==> src/sv/lfucp_pkg.sv <==
// ============================================================================
// lfucp_pkg: shared constants and types for the LFU cache policy unit
// Sizes of the entry store, field widths, request codes and the command and
// status bundles between controller and datapath.
// ============================================================================
package lfucp_pkg;

   // Store geometry
   localparam int ENTRIES    = 16;
   localparam int COUNT_BITS = 16;
   localparam int IDX_BITS   = (ENTRIES > 1) ? $clog2(ENTRIES) : 1;
   localparam int OCC_BITS   = $clog2(ENTRIES + 1);
   localparam int RANK_BITS  = IDX_BITS;

   // Field widths
   localparam int KEY_BITS  = 32;
   localparam int DATA_BITS = 32;
   localparam int CAP_BITS  = 5;

   localparam logic [CAP_BITS-1:0]   CAP_RESET = CAP_BITS'(16);
   localparam logic [COUNT_BITS-1:0] COUNT_MAX = {COUNT_BITS{1'b1}};

   // Request codes
   localparam logic ACTION_GET = 1'b0;
   localparam logic ACTION_PUT = 1'b1;

   // Controller to datapath
   typedef struct packed {
      logic                capture;   // latch the accepted request, clear trackers
      logic                rd_en;     // issue a key read
      logic [IDX_BITS-1:0] rd_idx;
      logic                cmp_en;    // compare the key read back last cycle
      logic [IDX_BITS-1:0] cmp_idx;
      logic                commit;    // apply the update to the store
      logic                data_rd;   // read data of the hit entry
      logic                load_rsp;  // load the result register
   } lfucp_cmd_type;

   // Datapath to controller
   typedef struct packed {
      logic get_hit;
   } lfucp_sts_type;

endpackage

==> src/sv/lfucp_if.sv <==
// ============================================================================
// lfucp_if: request and response channels
// Valid/ready channels; a transfer happens on a clock edge with both high.
// ============================================================================
interface lfucp_req_if;
   logic                                 valid;
   logic                                 ready;
   logic                                 action;
   logic        [lfucp_pkg::KEY_BITS-1:0]  lookup_key;
   logic signed [lfucp_pkg::DATA_BITS-1:0] write_data;

   modport source (output valid, action, lookup_key, write_data, input ready);
   modport sink   (input valid, action, lookup_key, write_data, output ready);
endinterface

interface lfucp_rsp_if;
   logic                                 valid;
   logic                                 ready;
   logic                                 hit;
   logic signed [lfucp_pkg::DATA_BITS-1:0] read_data;
   logic                                 evicted;
   logic        [lfucp_pkg::KEY_BITS-1:0]  evicted_key;

   modport source (output valid, hit, read_data, evicted, evicted_key, input ready);
   modport sink   (input valid, hit, read_data, evicted, evicted_key, output ready);
endinterface

==> src/sv/lfucp_ctrl.sv <==
// ============================================================================
// lfucp_ctrl: request sequencer
// Accepts a request, walks the key scan, orders commit, data read and the
// load of the result register, and runs the response handshake.
// ============================================================================
module lfucp_ctrl (
   input  logic                     clock,
   input  logic                     reset,
   input  logic                     req_valid,
   output logic                     req_ready,
   output logic                     rsp_valid,
   input  logic                     rsp_ready,
   input  lfucp_pkg::lfucp_sts_type sts,
   output lfucp_pkg::lfucp_cmd_type cmd
);

   localparam logic [2:0] ST_IDLE   = 3'd0;
   localparam logic [2:0] ST_SCAN   = 3'd1;
   localparam logic [2:0] ST_COMMIT = 3'd2;
   localparam logic [2:0] ST_READ   = 3'd3;
   localparam logic [2:0] ST_RESP   = 3'd4;

   localparam logic [lfucp_pkg::OCC_BITS-1:0] SCAN_LAST =
      lfucp_pkg::OCC_BITS'(lfucp_pkg::ENTRIES);

   logic [2:0]                     state_ff, state_in;
   logic [lfucp_pkg::OCC_BITS-1:0] cnt_ff, cnt_in;
   logic                           rsp_valid_ff, rsp_valid_in;
   logic                           req_xfer;
   logic                           rsp_free;

   assign req_ready = (state_ff == ST_IDLE);
   assign req_xfer  = req_valid && req_ready;
   assign rsp_valid = rsp_valid_ff;
   assign rsp_free  = !rsp_valid_ff || rsp_ready;

   // Next state and commands
   always_comb begin
      state_in     = state_ff;
      cnt_in       = cnt_ff;
      cmd          = '0;
      cmd.rd_idx   = cnt_ff[lfucp_pkg::IDX_BITS-1:0];
      cmd.cmp_idx  = lfucp_pkg::IDX_BITS'(cnt_ff - 1'b1);
      case (state_ff)
         ST_IDLE: begin
            cnt_in = '0;
            if (req_xfer) begin
               cmd.capture = 1'b1;
               state_in    = ST_SCAN;
            end
         end
         ST_SCAN: begin
            cmd.rd_en  = (cnt_ff < SCAN_LAST);
            cmd.cmp_en = (cnt_ff != '0);
            cnt_in     = cnt_ff + 1'b1;
            if (cnt_ff == SCAN_LAST) begin
               state_in = ST_COMMIT;
            end
         end
         ST_COMMIT: begin
            cmd.commit = 1'b1;
            state_in   = sts.get_hit ? ST_READ : ST_RESP;
         end
         ST_READ: begin
            cmd.data_rd = 1'b1;
            state_in    = ST_RESP;
         end
         ST_RESP: begin
            if (rsp_free) begin
               cmd.load_rsp = 1'b1;
               state_in     = ST_IDLE;
            end
         end
         default: begin
            state_in = ST_IDLE;
         end
      endcase
   end

   // Hold the result valid until the transfer
   always_comb begin
      rsp_valid_in = rsp_valid_ff;
      if (rsp_valid_ff && rsp_ready) begin
         rsp_valid_in = 1'b0;
      end
      if (cmd.load_rsp) begin
         rsp_valid_in = 1'b1;
      end
   end

   always_ff @(posedge clock) begin
      if (reset) begin
         state_ff     <= ST_IDLE;
         cnt_ff       <= '0;
         rsp_valid_ff <= 1'b0;
      end else begin
         state_ff     <= state_in;
         cnt_ff       <= cnt_in;
         rsp_valid_ff <= rsp_valid_in;
      end
   end

   // Never overwrite a result that is still waiting
   a_load_free: assert property (@(posedge clock) disable iff (reset)
      cmd.load_rsp |-> rsp_free)
      else $error("result register loaded while occupied");

   // Scan counter stays within the scan length
   a_cnt_range: assert property (@(posedge clock) disable iff (reset)
      (state_ff == ST_SCAN) |-> (cnt_ff <= SCAN_LAST))
      else $error("scan counter out of range");

endmodule

==> src/sv/lfucp_datapath.sv <==
// ============================================================================
// lfucp_datapath: entry store, scan trackers and update logic
// Keys and data sit in memories with registered reads; valid bits, use
// counts and recency ranks are per-entry registers updated in parallel.
// ============================================================================
module lfucp_datapath (
   input  logic                                     clock,
   input  logic                                     reset,
   input  lfucp_pkg::lfucp_cmd_type                 cmd,
   output lfucp_pkg::lfucp_sts_type                 sts,
   input  logic                                     csr_write_enable,
   input  logic        [lfucp_pkg::CAP_BITS-1:0]    csr_write_data,
   input  logic                                     req_action,
   input  logic        [lfucp_pkg::KEY_BITS-1:0]    req_lookup_key,
   input  logic signed [lfucp_pkg::DATA_BITS-1:0]   req_write_data,
   output logic                                     rsp_hit,
   output logic signed [lfucp_pkg::DATA_BITS-1:0]   rsp_read_data,
   output logic                                     rsp_evicted,
   output logic        [lfucp_pkg::KEY_BITS-1:0]    rsp_evicted_key
);

   localparam int N  = lfucp_pkg::ENTRIES;
   localparam int IB = lfucp_pkg::IDX_BITS;
   localparam int OB = lfucp_pkg::OCC_BITS;
   localparam int RB = lfucp_pkg::RANK_BITS;
   localparam int CB = lfucp_pkg::COUNT_BITS;
   localparam int KB = lfucp_pkg::KEY_BITS;
   localparam int DB = lfucp_pkg::DATA_BITS;

   // Configuration
   logic [lfucp_pkg::CAP_BITS-1:0] cap_ff;
   logic [OB-1:0]                  cap_eff;

   // Latched request
   logic                 act_ff;
   logic [KB-1:0]        key_ff;
   logic signed [DB-1:0] wdata_ff;

   // Memories and their read registers
   logic [KB-1:0]        key_mem [N];
   logic signed [DB-1:0] data_mem [N];
   logic [KB-1:0]        key_rd_ff;
   logic signed [DB-1:0] data_rd_ff;

   // Per-entry state
   logic [N-1:0]  valid_ff, valid_in;
   logic [CB-1:0] count_ff [N];
   logic [CB-1:0] count_in [N];
   logic [RB-1:0] rank_ff [N];
   logic [RB-1:0] rank_in [N];
   logic [OB-1:0] occ_ff, occ_in;

   // Scan trackers
   logic          found_ff;
   logic [IB-1:0] hit_slot_ff;
   logic [CB-1:0] hit_cnt_ff;
   logic [RB-1:0] hit_rank_ff;
   logic          free_found_ff;
   logic [IB-1:0] free_slot_ff;
   logic          vic_found_ff;
   logic [IB-1:0] vic_slot_ff;
   logic [CB-1:0] vic_cnt_ff;
   logic [RB-1:0] vic_rank_ff;
   logic [KB-1:0] vic_key_ff;

   // Compare stage
   logic          cmp_valid;
   logic          cmp_match;
   logic          cmp_better;
   logic [CB-1:0] cmp_cnt;
   logic [RB-1:0] cmp_rank;

   // Commit decisions
   logic          put_on;
   logic          do_touch;
   logic          do_evict;
   logic          do_ins;
   logic [IB-1:0] ins_slot;
   logic          data_we;
   logic [IB-1:0] data_wa;

   // Result staging
   logic          res_hit_ff;
   logic          res_evicted_ff;
   logic [KB-1:0] res_evkey_ff;

   // Result register
   logic                 rsp_hit_ff;
   logic signed [DB-1:0] rsp_read_data_ff;
   logic                 rsp_evicted_ff;
   logic [KB-1:0]        rsp_evkey_ff;

   assign cap_eff = (32'(cap_ff) > 32'(N)) ? OB'(N) : OB'(cap_ff);

   // Capacity register
   always_ff @(posedge clock) begin
      if (reset) begin
         cap_ff <= lfucp_pkg::CAP_RESET;
      end else if (csr_write_enable) begin
         cap_ff <= csr_write_data;
      end
   end

   // Latch request on transfer
   always_ff @(posedge clock) begin
      if (cmd.capture) begin
         act_ff   <= req_action;
         key_ff   <= req_lookup_key;
         wdata_ff <= req_write_data;
      end
   end

   // Compare one entry against the key and the current victim
   assign cmp_valid  = valid_ff[cmd.cmp_idx];
   assign cmp_cnt    = count_ff[cmd.cmp_idx];
   assign cmp_rank   = rank_ff[cmd.cmp_idx];
   assign cmp_match  = cmp_valid && (key_rd_ff == key_ff);
   assign cmp_better = cmp_valid && (!vic_found_ff || (cmp_cnt < vic_cnt_ff) ||
                       ((cmp_cnt == vic_cnt_ff) && (cmp_rank > vic_rank_ff)));

   always_ff @(posedge clock) begin
      if (cmd.capture) begin
         found_ff      <= 1'b0;
         free_found_ff <= 1'b0;
         vic_found_ff  <= 1'b0;
      end else if (cmd.cmp_en) begin
         if (cmp_match && !found_ff) begin
            found_ff    <= 1'b1;
            hit_slot_ff <= cmd.cmp_idx;
            hit_cnt_ff  <= cmp_cnt;
            hit_rank_ff <= cmp_rank;
         end
         if (!cmp_valid && !free_found_ff) begin
            free_found_ff <= 1'b1;
            free_slot_ff  <= cmd.cmp_idx;
         end
         if (cmp_better) begin
            vic_found_ff <= 1'b1;
            vic_slot_ff  <= cmd.cmp_idx;
            vic_cnt_ff   <= cmp_cnt;
            vic_rank_ff  <= cmp_rank;
            vic_key_ff   <= key_rd_ff;
         end
      end
   end

   // Decide what the request does
   assign put_on   = (act_ff == lfucp_pkg::ACTION_PUT) && (cap_eff != '0);
   assign do_touch = found_ff && ((act_ff == lfucp_pkg::ACTION_GET) || put_on);
   assign do_evict = put_on && !found_ff && (occ_ff >= cap_eff) && vic_found_ff;
   assign do_ins   = put_on && !found_ff && (do_evict || free_found_ff);
   assign ins_slot = do_evict ? vic_slot_ff : free_slot_ff;
   assign data_we  = cmd.commit && ((do_touch && put_on) || do_ins);
   assign data_wa  = do_ins ? ins_slot : hit_slot_ff;

   assign sts.get_hit = found_ff && (act_ff == lfucp_pkg::ACTION_GET);

   // Per-entry next state: touch, or evict and insert
   always_comb begin
      valid_in = valid_ff;
      occ_in   = occ_ff;
      for (int i = 0; i < N; i++) begin
         rank_in[i]  = rank_ff[i];
         count_in[i] = count_ff[i];
         if (cmd.commit && do_touch) begin
            if (IB'(i) == hit_slot_ff) begin
               rank_in[i] = '0;
               if (hit_cnt_ff != lfucp_pkg::COUNT_MAX) begin
                  count_in[i] = hit_cnt_ff + 1'b1;
               end
            end else if (valid_ff[i] && (rank_ff[i] < hit_rank_ff)) begin
               rank_in[i] = rank_ff[i] + 1'b1;
            end
         end else if (cmd.commit && do_ins) begin
            if (IB'(i) == ins_slot) begin
               rank_in[i]  = '0;
               count_in[i] = CB'(1);
               valid_in[i] = 1'b1;
            end else if (valid_ff[i]) begin
               if (do_evict && (rank_ff[i] > vic_rank_ff)) begin
                  rank_in[i] = rank_ff[i];
               end else begin
                  rank_in[i] = rank_ff[i] + 1'b1;
               end
            end
         end
      end
      if (cmd.commit && do_ins && !do_evict) begin
         occ_in = occ_ff + 1'b1;
      end
   end

   always_ff @(posedge clock) begin
      if (reset) begin
         valid_ff <= '0;
         occ_ff   <= '0;
      end else begin
         valid_ff <= valid_in;
         occ_ff   <= occ_in;
      end
   end

   always_ff @(posedge clock) begin
      for (int i = 0; i < N; i++) begin
         rank_ff[i]  <= rank_in[i];
         count_ff[i] <= count_in[i];
      end
   end

   // Key memory: scan read, insert write
   always_ff @(posedge clock) begin
      if (cmd.commit && do_ins) begin
         key_mem[ins_slot] <= key_ff;
      end
      if (cmd.rd_en) begin
         key_rd_ff <= key_mem[cmd.rd_idx];
      end
   end

   // Data memory: put write, get-hit read
   always_ff @(posedge clock) begin
      if (data_we) begin
         data_mem[data_wa] <= wdata_ff;
      end
      if (cmd.data_rd) begin
         data_rd_ff <= data_mem[hit_slot_ff];
      end
   end

   // Stage result flags at commit
   always_ff @(posedge clock) begin
      if (cmd.commit) begin
         res_hit_ff     <= do_touch;
         res_evicted_ff <= do_evict;
         res_evkey_ff   <= do_evict ? vic_key_ff : '0;
      end
   end

   // Result register
   always_ff @(posedge clock) begin
      if (cmd.load_rsp) begin
         rsp_hit_ff       <= res_hit_ff;
         rsp_read_data_ff <= (res_hit_ff && (act_ff == lfucp_pkg::ACTION_GET)) ?
                             data_rd_ff : '0;
         rsp_evicted_ff   <= res_evicted_ff;
         rsp_evkey_ff     <= res_evkey_ff;
      end
   end

   assign rsp_hit         = rsp_hit_ff;
   assign rsp_read_data   = rsp_read_data_ff;
   assign rsp_evicted     = rsp_evicted_ff;
   assign rsp_evicted_key = rsp_evkey_ff;

   // Fill count tracks the valid bits
   a_occ_count: assert property (@(posedge clock) disable iff (reset)
      $countones(valid_ff) == 32'(occ_ff))
      else $error("fill count disagrees with valid bits");

   // Store never holds more than its depth
   a_occ_max: assert property (@(posedge clock) disable iff (reset)
      32'(occ_ff) <= N)
      else $error("fill count above store depth");

   // A request either touches an entry or inserts one, never both
   a_touch_ins: assert property (@(posedge clock) disable iff (reset)
      cmd.commit |-> !(do_touch && do_ins))
      else $error("touch and insert in one commit");

   // An eviction leaves the fill count unchanged
   a_evict_occ: assert property (@(posedge clock) disable iff (reset)
      (cmd.commit && do_evict) |=> $stable(occ_ff))
      else $error("fill count moved on eviction");

endmodule

==> src/sv/lfu_cache_policy_unit.sv <==
// ============================================================================
// lfu_cache_policy_unit: LFU key-value store with LRU tie break
// Get and put requests against a 16-entry store; a put to a new key on a
// full store evicts the least used, least recent entry.
// ============================================================================
//
//   Channel   Dir  Handshake           Payload
//   req_chan  in   valid/ready         action, lookup_key, write_data
//   rsp_chan  out  valid/ready         hit, read_data, evicted, evicted_key
//   csr_*     in   write enable only   capacity_in_use (5 bits)
//
// A request runs through the key scan, one entry per cycle through the key
// memory port (16 reads, each key compared after its read), then commit, the
// data read on a get hit, and the load of the result register.
// One request is in flight at a time; the next one is taken while the last
// result still waits in the result register.
// Reset clears the valid bits and fill count and sets capacity to 16; keys,
// data, counts and ranks need no clearing pass.
// A stalled response holds the unit before the load of the result register.
module lfu_cache_policy_unit (
   input  logic                               clock,
   input  logic                               reset,
   lfucp_req_if.sink                          req_chan,
   lfucp_rsp_if.source                        rsp_chan,
   input  logic                               csr_write_enable,
   input  logic [lfucp_pkg::CAP_BITS-1:0]     csr_write_data
);

   lfucp_pkg::lfucp_cmd_type cmd;
   lfucp_pkg::lfucp_sts_type sts;

   // Sequencer
   lfucp_ctrl u_ctrl (
      .clock     (clock),
      .reset     (reset),
      .req_valid (req_chan.valid),
      .req_ready (req_chan.ready),
      .rsp_valid (rsp_chan.valid),
      .rsp_ready (rsp_chan.ready),
      .sts       (sts),
      .cmd       (cmd)
   );

   // Store and update logic
   lfucp_datapath u_datapath (
      .clock            (clock),
      .reset            (reset),
      .cmd              (cmd),
      .sts              (sts),
      .csr_write_enable (csr_write_enable),
      .csr_write_data   (csr_write_data),
      .req_action       (req_chan.action),
      .req_lookup_key   (req_chan.lookup_key),
      .req_write_data   (req_chan.write_data),
      .rsp_hit          (rsp_chan.hit),
      .rsp_read_data    (rsp_chan.read_data),
      .rsp_evicted      (rsp_chan.evicted),
      .rsp_evicted_key  (rsp_chan.evicted_key)
   );

endmodule

==> src/flat_wrapper.sv <==
// flat-port wrapper written by rule: the top's interface ports become plain ports
module lfu_cache_policy_unit_flat 
  (clock, reset, csr_write_enable, csr_write_data, req_chan_valid, req_chan_action, req_chan_lookup_key, req_chan_write_data, req_chan_ready, rsp_chan_valid, rsp_chan_hit, rsp_chan_read_data, rsp_chan_evicted, rsp_chan_evicted_key, rsp_chan_ready);
  lfucp_req_if req_chan_i ();
  lfucp_rsp_if rsp_chan_i ();
  input  logic clock;
  input  logic reset;
  input  logic csr_write_enable;
  input  logic [lfucp_pkg::CAP_BITS-1:0] csr_write_data;
  input wire logic [$bits(req_chan_i.valid)-1:0] req_chan_valid;
  input wire logic [$bits(req_chan_i.action)-1:0] req_chan_action;
  input wire logic [$bits(req_chan_i.lookup_key)-1:0] req_chan_lookup_key;
  input wire logic [$bits(req_chan_i.write_data)-1:0] req_chan_write_data;
  output wire logic [$bits(req_chan_i.ready)-1:0] req_chan_ready;
  output wire logic [$bits(rsp_chan_i.valid)-1:0] rsp_chan_valid;
  output wire logic [$bits(rsp_chan_i.hit)-1:0] rsp_chan_hit;
  output wire logic [$bits(rsp_chan_i.read_data)-1:0] rsp_chan_read_data;
  output wire logic [$bits(rsp_chan_i.evicted)-1:0] rsp_chan_evicted;
  output wire logic [$bits(rsp_chan_i.evicted_key)-1:0] rsp_chan_evicted_key;
  input wire logic [$bits(rsp_chan_i.ready)-1:0] rsp_chan_ready;
  assign req_chan_i.valid = req_chan_valid;
  assign req_chan_i.action = req_chan_action;
  assign req_chan_i.lookup_key = req_chan_lookup_key;
  assign req_chan_i.write_data = req_chan_write_data;
  assign req_chan_ready = req_chan_i.ready;
  assign rsp_chan_valid = rsp_chan_i.valid;
  assign rsp_chan_hit = rsp_chan_i.hit;
  assign rsp_chan_read_data = rsp_chan_i.read_data;
  assign rsp_chan_evicted = rsp_chan_i.evicted;
  assign rsp_chan_evicted_key = rsp_chan_i.evicted_key;
  assign rsp_chan_i.ready = rsp_chan_ready;
  lfu_cache_policy_unit u_core (.clock(clock), .reset(reset), .req_chan(req_chan_i), .rsp_chan(rsp_chan_i), .csr_write_enable(csr_write_enable), .csr_write_data(csr_write_data));
endmodule
==> config.mk <==
export PLATFORM = sky130hd
export DESIGN_NAME = lfu_cache_policy_unit_flat
export DESIGN_NICKNAME = d
export VERILOG_FILES = /design/src/sv/lfucp_pkg.sv /design/src/sv/lfucp_if.sv /design/src/sv/lfucp_ctrl.sv /design/src/sv/lfucp_datapath.sv /design/src/sv/lfu_cache_policy_unit.sv /design/src/flat_wrapper.sv
export SDC_FILE = /design/constraint.sdc
export NUM_CORES = 2
export LEC_CHECK = 0
export ABC_CLOCK_PERIOD_IN_PS = 16800
export BUFFER_PORTS_ARGS = -buffer_cell sky130_fd_sc_hd__buf_2
export CORE_ASPECT_RATIO = 1.25
export CORE_MARGIN = 2
export CORE_UTILIZATION = 60
export CTS_CLUSTER_SIZE = 14
export DETAILED_ROUTE_END_ITERATION = 10
export PLACE_DENSITY = 0.87
export SLEW_MARGIN = 20
export SYNTH_ARGS = -nofsm -noshare
export SYNTH_HDL_FRONTEND = slang
export SYNTH_HIERARCHICAL = 1
export SYNTH_SLANG_ARGS = --single-unit
==> constraint.sdc <==
create_clock -name clock -period 16.8 [get_ports clock]
set_input_delay 5.04 -clock clock [delete_from_list [all_inputs] [get_ports clock]]
set_output_delay 5.04 -clock clock [all_outputs]
set_load 0.05 [all_outputs]
==> metrics.yaml <==
status: "finished clean"
yosysWarnings: 6
grt_usage_pct: 31.8
grt_overflow_total: 0
wire_per_inst_um: 35.4
place_inst: 4895
post_cts_buffers: 0
ff2ff_path_depth: 13
syn_inst: 3352
die_w_um: 306
yosys-top-cells-area: "edfxtp_1 (73%), mux4_2 (14%), ha_1 (2.9%), dfxtp_1 (1.1%), nor2_1 (0.70%)"
ys_ff_latch: 1695
skew_ns: 0.0620
cp.required_ns: 17.24
powerDensity_mw_per_mm2: 109
synth_edf_count: 1657
worstMarginPinSlew_ns: 1.18
hold_class: "flip-flop to flip-flop"
wl_um: 183000
fillers: 6334
peakVddDrop_v: 0.000125
first_iter_violations: 6353
drc: 0
switchingPower_w: 0.00174
fin_crit_sh_pct: 46.4
drtPass1Iterations: 7
num_vias: 36841
slew_headroom_pct: 21.1
critPathArrivalTime_ns: 8.23
die_area_mm2: 0.116
ys_async_sr_fraction_pct: 0
synth_area_per_cell_um2: 20.4
synth_area_mm2: 0.0682
p_seq_share_pct: 56.8
gp_congestion: 0.906
p_clk_share_pct: 41.3
vias_per_cell: 7.13
p_int_w: 0.00651
tritoncts: "yes"
critical_path_peak_fanout: 49
nNetsFinal: 3816
finalSetupViolCount: 0
ys_types: 72
stdcell_count: 5170
numPortBuffers: 142
yosysTopAreaCellShare_pct: 72.9
boundaryPins: 143
clk_pin_slew_worst_paths_ns: 0.07
min_period_ns: 7.79
comb_power_share_pct: 1.9
whs_path_depth: 0
holdBufCountCts: 0
ys.flop_type: "edfxtp_1"
slew_viol_final: 0
post_cts_resized: 0
cts_made_buffers: 154
fmax_mhz: 128
grt_setup_unrepaired: "false"
seq_area_frac_synth_pct: 74.0
core-area_mm2: 0.113
totalPowerFinal_w: 0.00825
tns_ns: 0
grt_max_degree: 73
path_class: "flip-flop to flip-flop"
grt_pass1_wl_um: 264000
ant_nets: 0
syn_to_final_growth_pct: 11.4
antenna_found_initial: 7
drive_gt1_share_pct: 26.2
maxCapViolCount: 0
row_count: 138
synth_nets: 3585
p_leak_nw: 25.0
hold_viol: 0
yosysTopAreaCell: "edfxtp_1"
initial_core_util_pct: 60.3
htreeDepth: 4
die-height_um: 381
endpoint_kind: "flip-flop"
root_buffer: "clkbuf_16"
clk_latency_ns: 0.82
dp_hpwl_um: 92100
power_switching_share_pct: 21.0
grt_pass1_vias: 37700
cp-start-kind: "flip-flop"
cts_buffer_depth: 3
clkSinkCount: 1695
==> worst max-delay path: stages (launching register included) <==
cell and delay [ns]:
dfxtp_4 0.92, inv_6 0.40, ha_1 0.51, clkinv_2 0.78, buf_4 0.63, mux4_2 0.34
mux4_2 0.54, ha_1 0.37, nand4_1 0.17, nor2_1 0.20, nand4_1 0.18, or4_1 0.60
a311oi_4 0.87, buf_4 0.70
==> logic make-up after synthesis <==
| family | count (synthesis) | share of synthesized area [%] |
|---|---|---|
| multiplexers | 432 | 14.1 |
| flip-flops | 1695 | 74.0 |
| AND/OR/NAND/NOR | 463 | 3.52 |
| XOR/XNOR | 83 | 1.07 |
| AO/OA/AOI/OAI | 295 | 3.00 |
| buffers and inverters | 226 | 1.36 |
| adder cells (fa/ha/maj) | 158 | 2.90 |
==> stage by stage <==
stage,hold slack [ns],worst slack (ns),utilization [%],cell area [um2]
after global routing,0.429,8.72,67.2,76000
after detailed placement,0.405,9.23,62.9,71100
after global placement,0.402,9.32,62.9,71100
after floorplan,0.400,5.60,-,68200
after CTS,0.420,9.07,67.1,75900
final,0.419,9.01,67.2,76000
==> per-layer routing <==
metal	vias to the layer above	track usage, %	wire length (um)
li1	14194	-	-
met2	3248	52.1	90600
met5	-	0	27
met4	4	16.8	11200
met3	773	7.74	22000
met1	18622	39.6	59100
==> sequential cells by signal, indices dropped and copies added (netlist names), 16 cells and up <==
name	cells
u_core/u_datapath/valid_ff	16
u_core/u_datapath/data_mem	512
u_core/u_datapath/vic_cnt_ff	16
u_core/u_datapath/rsp_read_data	32
u_core/u_datapath/rsp_evicted_key	32
u_core/u_datapath/count_ff	256
u_core/u_datapath/key_ff	32
u_core/u_datapath/vic_key_ff	32
u_core/u_datapath/res_evkey_ff	32
u_core/u_datapath/key_rd_ff	32
u_core/u_datapath/data_rd_ff	32
u_core/u_datapath/wdata_ff	32
u_core/u_datapath/hit_cnt_ff	16
u_core/u_datapath/rank_ff	64
u_core/u_datapath/key_mem	512
==> power groups by stage <==
stage | logic (W) | clock network [W] | registers, W
2_1_floorplan | 0.000101 | 0 | 0.00475
3_3_place_gp | 0.000143 | 0 | 0.00477
3_5_place_dp | 0.000148 | 0 | 0.00477
4_1_cts | 0.000154 | 0.00343 | 0.00468
5_1_grt | 0.000162 | 0.00356 | 0.00469
6_report | 0.000158 | 0.00341 | 0.00468
==> final cells by class <==
cell class	count	area [um2]	share of cell area [%]
Antenna cell	5	12.5	0.0165
Clock buffer	203	4130	5.44
Clock inverter	65	629	0.828
Inverter	76	292	0.384
Multi-Input combinational cell	1431	17200	22.6
Sequential cell	1695	50500	66.5
Tap cell	1470	1840	2.42
Timing Repair Buffer	225	1370	1.80
==> cells in the final DEF (no fill, tap or decap), drive strengths merged, types with 30 or more instances in the layout <==
cell type,n
dfxtp,38
and2,48
clkinv,55
nor2,127
nand3,30
buf,225
o21ai,88
nand2,75
a21oi,63
xor2,43
mux4,424
nor2b,58
edfxtp,1657
inv,80
and3,39
clkbuf,203
ha,158
xnor2,40
==> worst paths after layout <==
kind | start | end | slack (ns)
worst min-delay path | u_core/u_datapath/res_evkey_ff[2] | u_core/u_datapath/rsp_evicted_key[2] | 0.42
worst max register to register | u_core/u_ctrl/cnt_ff[0] | u_core/u_datapath/vic_key_ff[10] | 9.01
worst min register to register | u_core/u_datapath/res_evkey_ff[2] | u_core/u_datapath/rsp_evicted_key[2] | 0.42
worst max-delay path | u_core/u_ctrl/cnt_ff[0] | u_core/u_datapath/vic_key_ff[10] | 9.01
==> synth_stat cells (11+ instances only) <==
library cell	instances
a21boi_0	27
a21oi_1	62
a31oi_1	11
and2_1	44
and3_1	39
buf_1	20
buf_2	30
clkbuf_1	91
dfxtp_1	38
edfxtp_1	1657
ha_1	158
inv_1	74
mux4_2	424
nand2_1	74
nand2b_1	13
nand3_1	30
nand4_1	15
nor2_1	127
nor2b_1	58
nor3_1	16
nor4_1	17
o21a_1	17
o21ai_0	82
o31ai_1	13
xnor2_1	40
xor2_1	43
Power figures use the tool's default switching activity.
